--- src/ufp_pkg.sv ---
// ----------------------------------------------------------------------------
// ufp_pkg
// Shared types and codes for the unit-capacity max-flow path block: command
// selectors, result status codes, controller states and datapath operations.
// ----------------------------------------------------------------------------
package ufp_pkg;

  // Fixed field widths of the stream words.
  localparam int FUNC_W = 2;
  localparam int NODE_W = 10;
  localparam int VAL_W  = 11;
  localparam int STAT_W = 3;

  // Command selector carried with each input word.
  typedef enum logic [FUNC_W-1:0] {
    FN_ADD     = 2'd0,
    FN_COMPUTE = 2'd1,
    FN_FETCH   = 2'd2,
    FN_CLEAR   = 2'd3
  } func_e;

  // Status code carried with each output word.
  typedef enum logic [STAT_W-1:0] {
    ST_STORED  = 3'd0,
    ST_REJECT  = 3'd1,
    ST_FLOW    = 3'd2,
    ST_PLEN    = 3'd3,
    ST_VERTEX  = 3'd4,
    ST_NOMORE  = 3'd5,
    ST_CLEARED = 3'd6
  } status_e;

  // Life cycle of the loaded graph.
  typedef enum logic [1:0] {
    PH_LOAD,
    PH_READY,
    PH_EMIT,
    PH_DONE
  } phase_e;

  // Controller states.
  typedef enum logic [4:0] {
    S_RST_SWEEP,
    S_IDLE,
    S_ADD_RA,
    S_ADD_WA,
    S_ADD_RB,
    S_ADD_WB,
    S_CLR_START,
    S_CLR_SWEEP,
    S_CMP_START,
    S_FETCH_START,
    S_VIS_SWEEP,
    S_SINIT,
    S_POP,
    S_X,
    S_FE,
    S_E1,
    S_E2,
    S_AUG_START,
    S_AUG_W0,
    S_AUG_W1,
    S_PATH_START,
    S_P_W,
    S_P_Y,
    S_P_SINK,
    S_EMIT_RD,
    S_RESP
  } ctrl_state_e;

  // Datapath micro-operations, one per cycle.
  typedef enum logic [4:0] {
    OP_NONE,
    OP_CAPTURE,
    OP_CLEAR,
    OP_SWEEP_FE,
    OP_SWEEP_VIS,
    OP_FLOW_START,
    OP_FETCH_START,
    OP_SINIT,
    OP_POP,
    OP_X,
    OP_FE,
    OP_E1,
    OP_E2,
    OP_AUG_START,
    OP_AUG_W0,
    OP_AUG_W1,
    OP_PATH_START,
    OP_P_W,
    OP_P_NEXT,
    OP_P_SINK,
    OP_EMIT_RD,
    OP_ADD_RA,
    OP_ADD_WA,
    OP_ADD_RB,
    OP_ADD_WB,
    OP_OUT
  } dp_op_e;

  // Command from controller to datapath.
  typedef struct packed {
    dp_op_e  op;
    status_e res;
  } dp_cmd_t;

  // Status from datapath to controller.
  typedef struct packed {
    logic sweep_last;
    logic q_empty;
    logic x_goal;
    logic fe_zero;
    logic nxt_zero;
    logic y_one;
    logic y_sink;
    logic add_ok;
    logic emit_last;
    logic out_free;
  } dp_stat_t;

endpackage

--- src/ufp_ctrl.sv ---
// ----------------------------------------------------------------------------
// ufp_ctrl
// Controller: sequences edge loads, clearing sweeps, breadth-first searches,
// augmentation, path extraction and result delivery.
// ----------------------------------------------------------------------------
module ufp_ctrl
  import ufp_pkg::*;
(
  input  logic     clk_i,
  input  logic     rst_ni,
  input  logic     in_valid_i,
  input  func_e    func_i,
  output logic     in_ready_o,
  input  dp_stat_t stat_i,
  output dp_cmd_t  cmd_o
);

  ctrl_state_e state_q, state_d;
  phase_e      phase_q, phase_d;
  status_e     res_q, res_d;
  logic        mode_q, mode_d;

  // Next state.
  always_comb begin
    state_d = state_q;
    phase_d = phase_q;
    res_d   = res_q;
    mode_d  = mode_q;
    unique case (state_q)
      S_RST_SWEEP: if (stat_i.sweep_last) state_d = S_IDLE;
      S_IDLE: begin
        if (in_valid_i) begin
          unique case (func_i)
            FN_ADD: state_d = S_ADD_RA;
            FN_COMPUTE: begin
              if (phase_q == PH_LOAD) begin
                state_d = S_CMP_START;
              end else begin
                res_d   = ST_FLOW;
                state_d = S_RESP;
              end
            end
            FN_FETCH: begin
              priority if (phase_q == PH_READY) begin
                state_d = S_FETCH_START;
              end else if (phase_q == PH_EMIT) begin
                state_d = S_EMIT_RD;
              end else begin
                res_d   = ST_NOMORE;
                state_d = S_RESP;
              end
            end
            FN_CLEAR: state_d = S_CLR_START;
            default: state_d = S_IDLE;
          endcase
        end
      end
      S_ADD_RA: begin
        if (phase_q != PH_LOAD || !stat_i.add_ok) begin
          res_d   = ST_REJECT;
          state_d = S_RESP;
        end else begin
          state_d = S_ADD_WA;
        end
      end
      S_ADD_WA: state_d = S_ADD_RB;
      S_ADD_RB: state_d = S_ADD_WB;
      S_ADD_WB: begin
        res_d   = ST_STORED;
        state_d = S_RESP;
      end
      S_CLR_START: begin
        phase_d = PH_LOAD;
        state_d = S_CLR_SWEEP;
      end
      S_CLR_SWEEP: begin
        if (stat_i.sweep_last) begin
          res_d   = ST_CLEARED;
          state_d = S_RESP;
        end
      end
      S_CMP_START: begin
        mode_d  = 1'b0;
        state_d = S_VIS_SWEEP;
      end
      S_FETCH_START: begin
        mode_d  = 1'b1;
        state_d = S_VIS_SWEEP;
      end
      S_VIS_SWEEP: if (stat_i.sweep_last) state_d = S_SINIT;
      S_SINIT: state_d = S_POP;
      S_POP: begin
        if (stat_i.q_empty) begin
          if (mode_q) begin
            phase_d = PH_DONE;
            res_d   = ST_NOMORE;
          end else begin
            phase_d = PH_READY;
            res_d   = ST_FLOW;
          end
          state_d = S_RESP;
        end else begin
          state_d = S_X;
        end
      end
      S_X: begin
        if (stat_i.x_goal) begin
          state_d = mode_q ? S_PATH_START : S_AUG_START;
        end else begin
          state_d = S_FE;
        end
      end
      S_FE: state_d = stat_i.fe_zero ? S_POP : S_E1;
      S_E1: state_d = S_E2;
      S_E2: state_d = stat_i.nxt_zero ? S_POP : S_E1;
      S_AUG_START: state_d = S_AUG_W0;
      S_AUG_W0: state_d = S_AUG_W1;
      S_AUG_W1: state_d = stat_i.y_one ? S_VIS_SWEEP : S_AUG_W0;
      S_PATH_START: state_d = S_P_W;
      S_P_W: state_d = S_P_Y;
      S_P_Y: state_d = stat_i.y_sink ? S_P_SINK : S_P_W;
      S_P_SINK: begin
        phase_d = PH_EMIT;
        res_d   = ST_PLEN;
        state_d = S_RESP;
      end
      S_EMIT_RD: begin
        res_d   = ST_VERTEX;
        state_d = S_RESP;
      end
      S_RESP: begin
        if (stat_i.out_free) begin
          if (res_q == ST_VERTEX && stat_i.emit_last) begin
            phase_d = PH_READY;
          end
          state_d = S_IDLE;
        end
      end
      default: state_d = S_IDLE;
    endcase
  end

  // Outputs: one datapath operation per state.
  always_comb begin
    cmd_o.res  = res_q;
    in_ready_o = (state_q == S_IDLE);
    unique case (state_q)
      S_RST_SWEEP, S_CLR_SWEEP: cmd_o.op = OP_SWEEP_FE;
      S_IDLE:        cmd_o.op = in_valid_i ? OP_CAPTURE : OP_NONE;
      S_ADD_RA:      cmd_o.op = (phase_q == PH_LOAD && stat_i.add_ok) ? OP_ADD_RA : OP_NONE;
      S_ADD_WA:      cmd_o.op = OP_ADD_WA;
      S_ADD_RB:      cmd_o.op = OP_ADD_RB;
      S_ADD_WB:      cmd_o.op = OP_ADD_WB;
      S_CLR_START:   cmd_o.op = OP_CLEAR;
      S_CMP_START:   cmd_o.op = OP_FLOW_START;
      S_FETCH_START: cmd_o.op = OP_FETCH_START;
      S_VIS_SWEEP:   cmd_o.op = OP_SWEEP_VIS;
      S_SINIT:       cmd_o.op = OP_SINIT;
      S_POP:         cmd_o.op = stat_i.q_empty ? OP_NONE : OP_POP;
      S_X:           cmd_o.op = stat_i.x_goal ? OP_NONE : OP_X;
      S_FE:          cmd_o.op = OP_FE;
      S_E1:          cmd_o.op = OP_E1;
      S_E2:          cmd_o.op = OP_E2;
      S_AUG_START:   cmd_o.op = OP_AUG_START;
      S_AUG_W0:      cmd_o.op = OP_AUG_W0;
      S_AUG_W1:      cmd_o.op = OP_AUG_W1;
      S_PATH_START:  cmd_o.op = OP_PATH_START;
      S_P_W:         cmd_o.op = OP_P_W;
      S_P_Y:         cmd_o.op = stat_i.y_sink ? OP_NONE : OP_P_NEXT;
      S_P_SINK:      cmd_o.op = OP_P_SINK;
      S_EMIT_RD:     cmd_o.op = OP_EMIT_RD;
      S_RESP:        cmd_o.op = stat_i.out_free ? OP_OUT : OP_NONE;
      default:       cmd_o.op = OP_NONE;
    endcase
  end

  // State registers.
  always_ff @(posedge clk_i or negedge rst_ni) begin
    if (!rst_ni) begin
      state_q <= S_RST_SWEEP;
      phase_q <= PH_LOAD;
      res_q   <= ST_STORED;
      mode_q  <= 1'b0;
    end else begin
      state_q <= state_d;
      phase_q <= phase_d;
      res_q   <= res_d;
      mode_q  <= mode_d;
    end
  end

`ifndef SYNTH
  // Path words are only offered after a path has been built.
  a_emit_entry: assert property (@(posedge clk_i) disable iff (!rst_ni)
    $rose(phase_q == PH_EMIT) |-> $past(state_q == S_P_SINK))
    else $error("emit phase entered without a built path");

  // A pending result holds the controller until the output slot frees.
  a_resp_hold: assert property (@(posedge clk_i) disable iff (!rst_ni)
    (state_q == S_RESP && !stat_i.out_free) |=> (state_q == S_RESP))
    else $error("result dropped while output busy");

  // Edges are only written while the graph is loading.
  a_add_phase: assert property (@(posedge clk_i) disable iff (!rst_ni)
    (state_q == S_ADD_WA || state_q == S_ADD_WB) |-> (phase_q == PH_LOAD))
    else $error("edge written after compute");
`endif

endmodule

--- config.mk ---
export PLATFORM = sky130hd
export DESIGN_NAME = ufp_ctrl
export DESIGN_NICKNAME = d
export VERILOG_FILES = /design/src/ufp_pkg.sv /design/src/ufp_ctrl.sv
export SDC_FILE = /design/constraint.sdc
export NUM_CORES = 1
export LEC_CHECK = 0
export BUFFER_PORTS_ARGS = -buffer_cell sky130_fd_sc_hd__buf_2
export CELL_PAD_IN_SITES_DETAIL_PLACEMENT = 0
export CELL_PAD_IN_SITES_GLOBAL_PLACEMENT = 1
export CORE_ASPECT_RATIO = 0.8
export CORE_UTILIZATION = 41
export CTS_CLUSTER_SIZE = 28
export DETAILED_ROUTE_END_ITERATION = 6
export GPL_ROUTABILITY_DRIVEN = 1
export PLACE_DENSITY_LB_ADDON = 0.1
export SETUP_SLACK_MARGIN = 0.05
export SLEW_MARGIN = 20
export SYNTH_ARGS = -nofsm -noshare
export SYNTH_HDL_FRONTEND = slang
export SYNTH_SLANG_ARGS = --single-unit
--- constraint.sdc ---
create_clock -name clk_i -period 2.4 [get_ports clk_i]
set_input_delay 0.36 -clock clk_i [delete_from_list [all_inputs] [get_ports clk_i]]
set_output_delay 0.36 -clock clk_i [all_outputs]
set_load 0.005 [all_outputs]
==> results.ini, run 1 <==
[timing]
timing.final.max_slew_violations = 0
fin_crit_sh_pct = 93.16
finalCriticalPeriod_ns = 2.236
grt_setup_unrepaired = no
worst_slew_pin_slew_ns = 0.4437
tns_ns = 0
max_freq_mhz = 447.2
hold_violations = 0
max_slew_margin_pct = 70.15
hold_ws_ns = 0.3609
setup_viol = 0
fin_skew_ns = 0.003358

[synthesis]
syn-num-nets = 219
synth_seq_cells = 11
yosys-top-cells-area = dfrtp_1 (19%), o21ai_0 (5.1%), buf_2 (4.4%)
synth_top_area_cell = dfrtp_1
syn_area_sq_um = 1464
ys_types = 59
syn_area_per_cell_sq_um = 7.320
syn_inst = 200
yosys_warnings = 0
synth-seq-area-share_pct = 18.80
synth_top_area_share_pct = 18.80
async_reset_ff_share_pct = 100.0
synth-main-ff-cell = dfrtp_1
synth_edf_count = 0

[floorplan]
dieWidth_um = 68.81
initial_core_util_pct = 42.76
pin_count = 24
fp.dieArea_sq_um = 3815
core-area_sq_um = 3423
row_count = 19
die_height_um = 55.45

[setup_path]
path_buf_inv = 1
crit_family = simple AND/OR/NAND/NOR gates
crit_required_ns = 2.04
start_kind = flip-flop
cpMaxStageDelayCell = dfrtp_1
cp_max_fo = 7
path_class = flip-flop to output pin
slowest_delay_ns = 0.50
critPathCaptureType = output pin
crit_chain = nor2b_1, nand3_1, o2bb2a_1, o211ai_1, buf_2
arrival_ns = 1.88

[placement]
place_area_sq_um = 1680
hpwl_mm = 3.576
gp_congestion = 0.9174
port_buffers = 23

[detailed_routing]
drc = 0
wl_mm = 4.746
drtIter0Drc = 129
vias = 1725
dr.pass1.iters = 5
vias_per_cell = 6.413
antenna_left = 0
wl_per_cell_um = 17.64

[layout]
finalInstanceArea_sq_um = 1744
drive_gt1_share_pct = 25.99
fin_nets = 247
area_delta_synth_final_pct = 19.15
diodes = 0

[clocking]
cts_tree = done
clk_pin_slew_worst_paths_ns = 0.05
htree_levels = 1
cts_made_buffers = 3
clock_latency_ns = 0.24
cts_sinks = 11
cts_root_buf = clkbuf_8
cts_buffer_depth = 2

[global_routing]
grt_pass1_vias = 1538
grt_max_degree = 37
grt.total_usage_pct = 25.66
antenna_found_initial = 0
grt_pass1_wl_mm = 7.327
grt-ovfl-total = 0

[pwr]
max-vdd-ir-drop_mv = 0.6195
power.leakage_uw = 0.0007431
p_per_area_nw_per_um2 = 1325

[hold_path]
hp-class = input pin to flip-flop

[outcome]
status = finished, final reports clean

[flow_run]
drv_cap = 0

## state kept, by name (all words and copies together) (netlist names)
signal,flops
mode_q,1
phase_q,2
res_q,3
state_q,5
## worst register-to-register path: stages (launching register included)
cell      delay (ns)
dfrtp_1         0.51
buf_4           0.23
nor2_2          0.35
o211ai_2        0.18
o211a_1         0.20
or3_1           0.36
mux2_2          0.26
## cell families (layout without fill, tap and decap cells)
| group | Yosys count | after routing | synth area share, % |
|---|---|---|---|
| DFF | 11 | 11 | 18.80 |
| buffers and inverters | 28 | 55 | 9.059 |
| and+or+nand+nor | 76 | 76 | 28.55 |
| xor gates and xnor gates | 2 | 2 | 1.197 |
| AOI/OAI and AO/OA | 71 | 71 | 32.99 |
| adders and majority gates | 4 | 4 | 3.419 |
| muxes | 8 | 8 | 5.983 |
## stage by stage
| step | util (%) | worst slack [ns] | total power [uW] | std cells |
|---|---|---|---|---|
| after floorplan | - | 0.5560 | 1533 | 200 |
| final | 50.95 | 0.1641 | 2310 | 269 |
| after detailed placement | 49.09 | 0.2514 | 2073 | 264 |
| after CTS | 50.73 | 0.1128 | 2271 | 269 |
| after global routing | 50.95 | 0.07211 | 2484 | 269 |
| after global placement | 49.09 | 0.2897 | 2079 | 264 |
## worst paths after layout
| path | start | depth (start not counted) | slack [ns] | endpoint |
|---|---|---|---|---|
| setup / recovery | state_q[4]$_DFFE_PN0P_ | 5 | 0.16 | cmd_o[7] |
| max in group asynchronous | rst_ni | 2 | 1.64 | state_q[0]$_DFFE_PN0P_ |
| setup reg to reg | state_q[1]$_DFFE_PN0P_ | 6 | 0.20 | res_q[2]$_DFFE_PN0P_ |
| hold reg to reg | res_q[1]$_DFFE_PN0P_ | 1 | 0.53 | res_q[1]$_DFFE_PN0P_ |
| min in group asynchronous | rst_ni | 2 | 0.53 | res_q[2]$_DFFE_PN0P_ |
| hold / removal | stat_i[9] | 2 | 0.36 | state_q[2]$_DFFE_PN0P_ |
## cell usage in the layout, fill, tap and decap left out, types with 3 or more instances in the layout
cell type | netlist | routed
buf_2 | 13 | 23
buf_4 | 1 | 17
nand2_1 | 15 | 15
o21ai_0 | 15 | 15
a21oi_1 | 12 | 12
nor2_1 | 11 | 11
dfrtp_1 | 11 | 9
inv_1 | 8 | 8
nand3_1 | 7 | 7
o22ai_1 | 7 | 7
a22oi_1 | 6 | 6
nand2b_1 | 6 | 6
nor4_1 | 6 | 6
nor2b_1 | 5 | 5
mux2_2 | 5 | 5
nor3_1 | 5 | 4
ha_1 | 4 | 4
nor3b_1 | 3 | 3
o211ai_1 | 3 | 3
nand4_1 | 3 | 3
nand3b_1 | 3 | 3
a31oi_1 | 3 | 3
clkbuf_8 | 0 | 3
## final cells by class
class / instances / area (sq um)
Fill cell: 357 / 1679
Inverter: 9 / 33.78
Tap cell: 42 / 52.55
Multi-Input combinational cell: 161 / 1061
Clock inverter: 1 / 5.005
Clock buffer: 3 / 41.29
Timing Repair Buffer: 42 / 272.8
Sequential cell: 11 / 277.8
## power breakdown
group	internal (uW)	switching [uW]	total, uW	leakage [uW]
registers	273	168	441	0.000132
logic	755	929	1680	0.000586
clock network	114	70.9	185	0.0000255
total	1140	1170	2310	0.000743
## metal layers
layer  global-route usage, %  vias up  wire [um]
met5                       0        -          0
met4                   7.872        0        131
met3                   5.579       16        435
met2                   36.97       93       2026
met1                   37.76      803       2154
li1                        -      813          -
## what timing repair did
action	4_1_cts	5_1_grt
hold buffers	1	0
buffers inserted	0	0
gates resized for setup	0	3
hold endpoints to repair	11	0
endpoints found under the setup margin	0	4
## cells in the mapped netlist (6+ instances only)
| cell | count |
|---|---|
| a21oi_1 | 12 |
| nand3_1 | 7 |
| o21ai_0 | 15 |
| nand2b_1 | 6 |
| dfrtp_1 | 11 |
| nor4_1 | 6 |
| nor2_1 | 11 |
| inv_1 | 8 |
| o22ai_1 | 7 |
| a22oi_1 | 6 |
| nand2_1 | 15 |
| buf_2 | 13 |
Power figures use the tool's default switching activity.
==> run 2, diff against run 1 <==
--- a/config.mk
+++ b/config.mk
@@ -9,7 +9,7 @@
 export CELL_PAD_IN_SITES_DETAIL_PLACEMENT = 0
 export CELL_PAD_IN_SITES_GLOBAL_PLACEMENT = 1
 export CORE_ASPECT_RATIO = 0.8
-export CORE_UTILIZATION = 41
+export CORE_UTILIZATION = 44
 export CTS_CLUSTER_SIZE = 28
 export DETAILED_ROUTE_END_ITERATION = 6
 export GPL_ROUTABILITY_DRIVEN = 1
==> constraint.sdc (replaced) <==
create_clock -name clk_i -period 2.8 [get_ports clk_i]
set_input_delay 0.42 -clock clk_i [delete_from_list [all_inputs] [get_ports clk_i]]
set_output_delay 0.42 -clock clk_i [all_outputs]
set_load 0.005 [all_outputs]
==> run 2 against run 1 <==
Cell area is 4.9% lower. Largest power group unchanged. Clock skew down 0.0022 ns. Global-route usage rose by 3.0 points. Total power decreased by 19%. Wire length shrank 2.1%. Via count shrank 2.0%. Utilization up 2.0 points. Final cell count decreased by 3.7%. First-iteration DRC count grew 50%. Worst setup slack better by 0.050 ns. Critical endpoint unchanged.
==> results.ini, run 2 (same netlist as run 1, synthesis figures left out) <==
[floorplan]
core-area_sq_um = 3131  ; was 3423 sq um
initial_core_util_pct = 46.76  ; was 42.76%
fp.dieArea_sq_um = 3563  ; was 3815 sq um
row_count = 18  ; was 19
die_height_um = 53.59  ; was 55.45 um
dieWidth_um = 66.49  ; was 68.81 um
pin_count = 24  ; unchanged

[timing]
fin_crit_sh_pct = 92.36
tns_ns = 0  ; unchanged
hold_violations = 0  ; unchanged
max_slew_margin_pct = 52.90  ; was 70.15%
fin_skew_ns = 0.001138  ; was 0.003358 ns
worst_slew_pin_slew_ns = 0.6887  ; was 0.4437 ns
timing.final.max_slew_violations = 0  ; unchanged
grt_setup_unrepaired = no  ; unchanged
max_freq_mhz = 386.7
finalCriticalPeriod_ns = 2.586
setup_viol = 0  ; unchanged

[pwr]
power.share.clock_pct = 8.5  ; was 8.0%
p_seq_share_pct = 22.2  ; was 19.1%
power.leakage_uw = 0.0006988  ; was 0.0007431 uW
max-vdd-ir-drop_mv = 0.3342  ; was 0.6195 mV
power_switching_uw = 975.6  ; was 1168 uW
p_per_area_nw_per_um2 = 1133  ; was 1325 nW/um^2
switching_share_pct = 51.93  ; was 50.55%
intPower_uw = 902.9  ; was 1142 uW
combPwrFrac_pct = 69.3  ; was 72.9%

[setup_path]
r2r_start = state_q[2]$_DFFE_PN0P_  ; was state_q[1]$_DFFE_PN0P_
critPathCaptureType = output pin  ; unchanged
arrival_ns = 2.17  ; was 1.88 ns
path_class = flip-flop to output pin  ; unchanged
start_kind = flip-flop  ; unchanged
rr_worst_depth = 6  ; unchanged
cp_max_fo = 15  ; was 7
rrSetupSlack_ns = 0.51  ; was 0.20 ns
worstReg2RegEnd = state_q[3]$_DFFE_PN0P_  ; was res_q[2]$_DFFE_PN0P_
crit_required_ns = 2.38  ; was 2.04 ns

[clocking]
cts_buffer_depth = 2  ; unchanged
cts_sinks = 11  ; unchanged
clk_pin_slew_worst_paths_ns = 0.05  ; about the same
cts_setup_buffers = 0  ; unchanged
holdBufCountCts = 0  ; was 1
cts_tree = done  ; unchanged
cts_resized = 0  ; unchanged
htree_levels = 1  ; unchanged
cts_made_buffers = 3  ; unchanged
clock_latency_ns = 0.24  ; about the same
cts_root_buf = clkbuf_8  ; unchanged

[layout]
layout_commonest_cell = buf_2  ; unchanged
reg_top3 = state_q x5, res_q x3, phase_q x2  ; unchanged
multi_input_area_sq_um = 1056  ; was 1061 sq um
regArea_sq_um = 275.3  ; was 277.8 sq um
final_cell_mix = buf_2 (23), nand2_1 (15), o21ai_0 (15)  ; was buf_2 (23), buf_4 (17), nand2_1 (15), o21ai_0 (15), a21oi_1 (12)
largest_reg_flops = 5  ; unchanged
fillers = 326  ; was 357
area_delta_synth_final_pct = 13.25  ; was 19.15%
drive_gt1_share_pct = 21.92  ; was 25.99%
diodes = 0  ; unchanged
fin_nets = 239  ; was 247
finalInstanceArea_sq_um = 1658  ; was 1744 sq um
top_register = state_q  ; unchanged

[detailed_routing]
wl_per_cell_um = 17.93  ; was 17.64 um
dr.pass1.iters = 5  ; unchanged
antenna_left = 0  ; unchanged
wl_mm = 4.645  ; was 4.746 mm
vias = 1690  ; was 1,725
drc = 0  ; unchanged
vias_per_cell = 6.525  ; was 6.413
drtIter0Drc = 194  ; was 129

[global_routing]
grt-ovfl-total = 0  ; unchanged
grt.total_usage_pct = 28.62  ; was 25.66%
grt_pass1_vias = 1492  ; was 1,538
antenna_found_initial = 0  ; unchanged
grt_pass1_wl_mm = 7.486  ; was 7.327 mm
grt_max_degree = 23  ; was 37

[placement]
place_area_sq_um = 1613  ; was 1680 sq um
gp_congestion = 0.9873  ; was 0.9174
port_buffers = 23  ; unchanged
hpwl_mm = 3.414  ; was 3.576 mm

[hold_path]
hp-class = input pin to async pin  ; was input pin to flip-flop

[flow_run]
drv_cap = 0  ; unchanged

[outcome]
status = finished, final reports clean  ; unchanged

[run 2: worst max path at each step]
| stage | to | startpoint | cells after the start |
|---|---|---|---|
| floorplan | cmd_o[3] | state_q[2]$_DFFE_PN0P_ | 8 |
| global placement | state_q[3]$_DFFE_PN0P_ | state_q[2]$_DFFE_PN0P_ | 6 |
| detailed placement | cmd_o[7] | state_q[0]$_DFFE_PN0P_ | 5 |
| CTS | cmd_o[7] | state_q[0]$_DFFE_PN0P_ | 5 |
| global route | cmd_o[7] | state_q[0]$_DFFE_PN0P_ | 5 |
| finish | cmd_o[7] | state_q[0]$_DFFE_PN0P_ | 5 |
[run 2: final cells by class]
class,instances,area share [%]
clock buffers,4,2.717
inverters,9,2.038
multi-input cells,161,63.70
flip-flops and latches,11,16.60
well taps,40,3.019
repair buffers,34,11.92
[run 2: per-stage QoR]
stage,cells,utilization (%),hold WS (ns),power [uW],setup WS [ns]
global route,259,52.96,0.06324,2036,0.1028
global placement,255,51.52,0.3017,1695,0.4928
CTS,259,52.96,0.05089,1840,0.2894
floorplan,200,-,0.1244,1314,0.8960
detailed placement,255,51.52,0.3088,1674,0.5510
finish,259,52.96,0.04870,1879,0.2140
[run 2: worst max-delay path, cell delays in order (launching register included)]
cell and delay, ns:
dfrtp_1 0.67, nor2b_1 0.39, nand3_1 0.23, o2bb2a_1 0.41, o211ai_1 0.10, buf_2 0.13
[run 2: metal layers]
metal / part of all wire (%) / up-vias / GRT usage [%] / routed length (um)
li1: - / 797 / - / -
met2: 43 / 121 / 40.48 / 1982
met5: 0 / - / 0 / 0
met3: 12 / 6 / 7.839 / 566
met1: 44 / 766 / 42.00 / 2052
met4: 0.95 / 0 / 8.156 / 44
[run 2: power groups by stage]
stage | Clock [uW] | Combinational [uW] | Sequential, uW
floorplan | 0 | 1040 | 277
global placement | 0 | 1290 | 404
detailed placement | 0 | 1260 | 412
CTS | 163 | 1270 | 408
global route | 171 | 1440 | 429
finish | 159 | 1300 | 417
==> run 3, diff against run 2 <==
--- a/config.mk
+++ b/config.mk
@@ -9,7 +9,7 @@
 export CELL_PAD_IN_SITES_DETAIL_PLACEMENT = 0
 export CELL_PAD_IN_SITES_GLOBAL_PLACEMENT = 1
 export CORE_ASPECT_RATIO = 0.8
-export CORE_UTILIZATION = 44
+export CORE_UTILIZATION = 37
 export CTS_CLUSTER_SIZE = 28
 export DETAILED_ROUTE_END_ITERATION = 6
 export GPL_ROUTABILITY_DRIVEN = 1
==> constraint.sdc (replaced) <==
create_clock -name clk_i -period 2.1 [get_ports clk_i]
set_input_delay 0.315 -clock clk_i [delete_from_list [all_inputs] [get_ports clk_i]]
set_output_delay 0.315 -clock clk_i [all_outputs]
set_load 0.005 [all_outputs]
==> run 3 against run 2 <==
Sequential share of layout area shrank 1.9 points. First-iteration DRC count grew 46%. Largest power group unchanged. Flip-flop and latch count is the same. Critical endpoint is now cmd_o[3]. Clock skew grew 0.0061 ns. Worst setup slack lost 0.12 ns. Combinational power grew 71%.
==> results.ini, run 3 (same netlist as run 1, synthesis figures left out) <==
[outcome]
status = finished, final reports clean  ; unchanged

[detailed_routing]
dr_wl_met2_mm = 2.303  ; was 1.982 mm
wl_per_cell_um = 18.46  ; was 17.93 um
drc = 0  ; unchanged
routed.top_layer = met4  ; unchanged
wl_mm = 5.445  ; was 4.645 mm
drtIter0Drc = 283  ; was 194
dr.pass1.iters = 5  ; unchanged
drt-met1-wl_mm = 2.431  ; was 2.052 mm
vias = 1832  ; was 1,690
wl_met3_um = 549  ; was 566 um
antenna_left = 0  ; unchanged
vias_per_cell = 6.210  ; was 6.525

[hold_path]
hold_start = stat_i[9]
hp-class = input pin to flip-flop  ; was input pin to async pin

[setup_path]
cp_max_fo = 6  ; was 15
start_kind = flip-flop  ; unchanged
crit_path_start = state_q[4]$_DFFE_PN0P_  ; was state_q[0]$_DFFE_PN0P_
crit_required_ns = 1.78  ; was 2.38 ns
path_class = flip-flop to output pin  ; unchanged
arrival_ns = 1.69  ; was 2.17 ns
rrSetupSlack_ns = 0.15  ; was 0.51 ns
r2r_start = state_q[2]$_DFFE_PN0P_  ; unchanged
critPathCaptureType = output pin  ; unchanged

[global_routing]
antenna_found_initial = 0  ; unchanged
grt-ovfl-total = 0  ; unchanged
grt_pass1_wl_mm = 8.700  ; was 7.486 mm
grt.total_usage_pct = 27.11  ; was 28.62%
grt_max_degree = 26  ; was 23
grt_pass1_vias = 1694  ; was 1,492

[layout]
fin_util_pct = 50.13  ; was 52.96%
reg_top3 = state_q x5, res_q x3, phase_q x2  ; unchanged
drive_gt1_share_pct = 32.92  ; was 21.92%
diodes = 0  ; unchanged
largest_reg_flops = 5  ; unchanged
top_register = state_q  ; unchanged
area_delta_synth_final_pct = 30.26  ; was 13.25%
layout_commonest_cell = buf_4  ; was buf_2
fin_nets = 260  ; was 239
fillers = 382  ; was 326
final_cell_mix = buf_4 (28), buf_2 (23), nand2_1 (15)  ; was buf_2 (23), nand2_1 (15), o21ai_0 (15)
final_cells = 295  ; was 259

[clocking]
cts_root_buf = clkbuf_8  ; unchanged
cts_sinks = 11  ; unchanged
cts_made_buffers = 3  ; unchanged
clk_pin_slew_worst_paths_ns = 0.05  ; about the same
clock_latency_ns = 0.25  ; was 0.24 ns
cts_tree = done  ; unchanged
htree_levels = 1  ; unchanged
cts_buffer_depth = 2  ; unchanged

[floorplan]
fp.dieArea_sq_um = 4214  ; was 3563 sq um
dieWidth_um = 72.33  ; was 66.49 um
initial_core_util_pct = 38.49  ; was 46.76%
row_count = 20  ; was 18
die_height_um = 58.26  ; was 53.59 um
core-area_sq_um = 3804  ; was 3131 sq um
pin_count = 24  ; unchanged

[placement]
port_buffers = 23  ; unchanged
gp_congestion = 0.9236  ; was 0.9873
hpwl_mm = 4.111  ; was 3.414 mm
dpl.cell_count = 285  ; was 255

[timing]
max_slew_margin_pct = 70.97  ; was 52.90%
hold_violations = 0  ; unchanged
finalCriticalPeriod_ns = 2.001
worst_slew_pin_slew_ns = 0.4343  ; was 0.6887 ns
grt_setup_unrepaired = yes  ; was no
setup_viol = 0  ; unchanged
max_freq_mhz = 499.7
fin_crit_sh_pct = 95.30
fin_skew_ns = 0.007222  ; was 0.001138 ns
tns_ns = 0  ; unchanged
timing.final.max_slew_violations = 0  ; unchanged

[pwr]
power.leakage_uw = 0.0008111  ; was 0.0006988 uW
finalPower_uw = 2925  ; was 1879 uW
p_per_area_nw_per_um2 = 1534  ; was 1133 nW/um^2
max-vdd-ir-drop_mv = 0.5810  ; was 0.3342 mV

[flow_run]
drv_cap = 0  ; unchanged

==> run 3: path summary, 6_finish.rpt <==
| path | end | depth (start not counted) |
|---|---|---|
| max reg2reg | res_q[2]$_DFFE_PN0P_ | 6 |
| min | state_q[2]$_DFFE_PN0P_ | 2 |
| max in group asynchronous | state_q[3]$_DFFE_PN0P_ | 2 |
| min in group asynchronous | res_q[1]$_DFFE_PN0P_ | 2 |
| min reg2reg | res_q[2]$_DFFE_PN0P_ | 1 |
| max | cmd_o[3] | 5 |
==> run 3: critical path, stage by stage, from the launching register on <==
cell      delay, ns
dfrtp_2        0.47
nor2b_2        0.24
nand3_1        0.14
o2bb2a_1       0.35
o211ai_1       0.10
buf_2          0.14
==> run 3: power by group <==
group          leakage [uW]  internal (uW)  total [uW]  switching (uW)
clock             0.0000228            134         233            98.8
combinational      0.000660           1030        2220            1190
sequential         0.000129            316         467             152
==> run 3: metrics by stage <==
step | hold slack [ns] | worst slack, ns | instance area (sq um)
2_1_floorplan | 0.01941 | 0.3010 | 1464
3_3_place_gp | 0.2204 | -0.09220 | 1782
3_5_place_dp | 0.2234 | -0.03249 | 1782
4_1_cts | 0.3406 | 0.04869 | 1851
5_1_grt | 0.3380 | 0.02072 | 1907
6_report | 0.3399 | 0.09863 | 1907
==> run 3: what timing repair did <==
action,4_1_cts,5_1_grt
endpoints found under the hold margin,11,0
setup buffers,0,5
gates resized for setup,6,9
pin swaps,0,0
endpoints found under the setup margin,7,10
gates cloned,0,0
hold buffers,1,0
==> run 3: area by class of cell <==
class | count | area [sq um] | area share [%]
well taps | 55 | 68.82 | 3.609
repair buffers | 55 | 395.4 | 20.73
multi-input cells | 161 | 1084 | 56.82
flip-flops and latches | 11 | 280.3 | 14.70
inverters | 9 | 33.78 | 1.772
clock buffers | 4 | 45.04 | 2.362
==> run 3: per-layer routing <==
metal  track usage (%)  up-vias
li1                  -      838
met1             40.00      862
met2             37.78      114
met3             5.565       18
met4             11.48        0
met5                 0        -
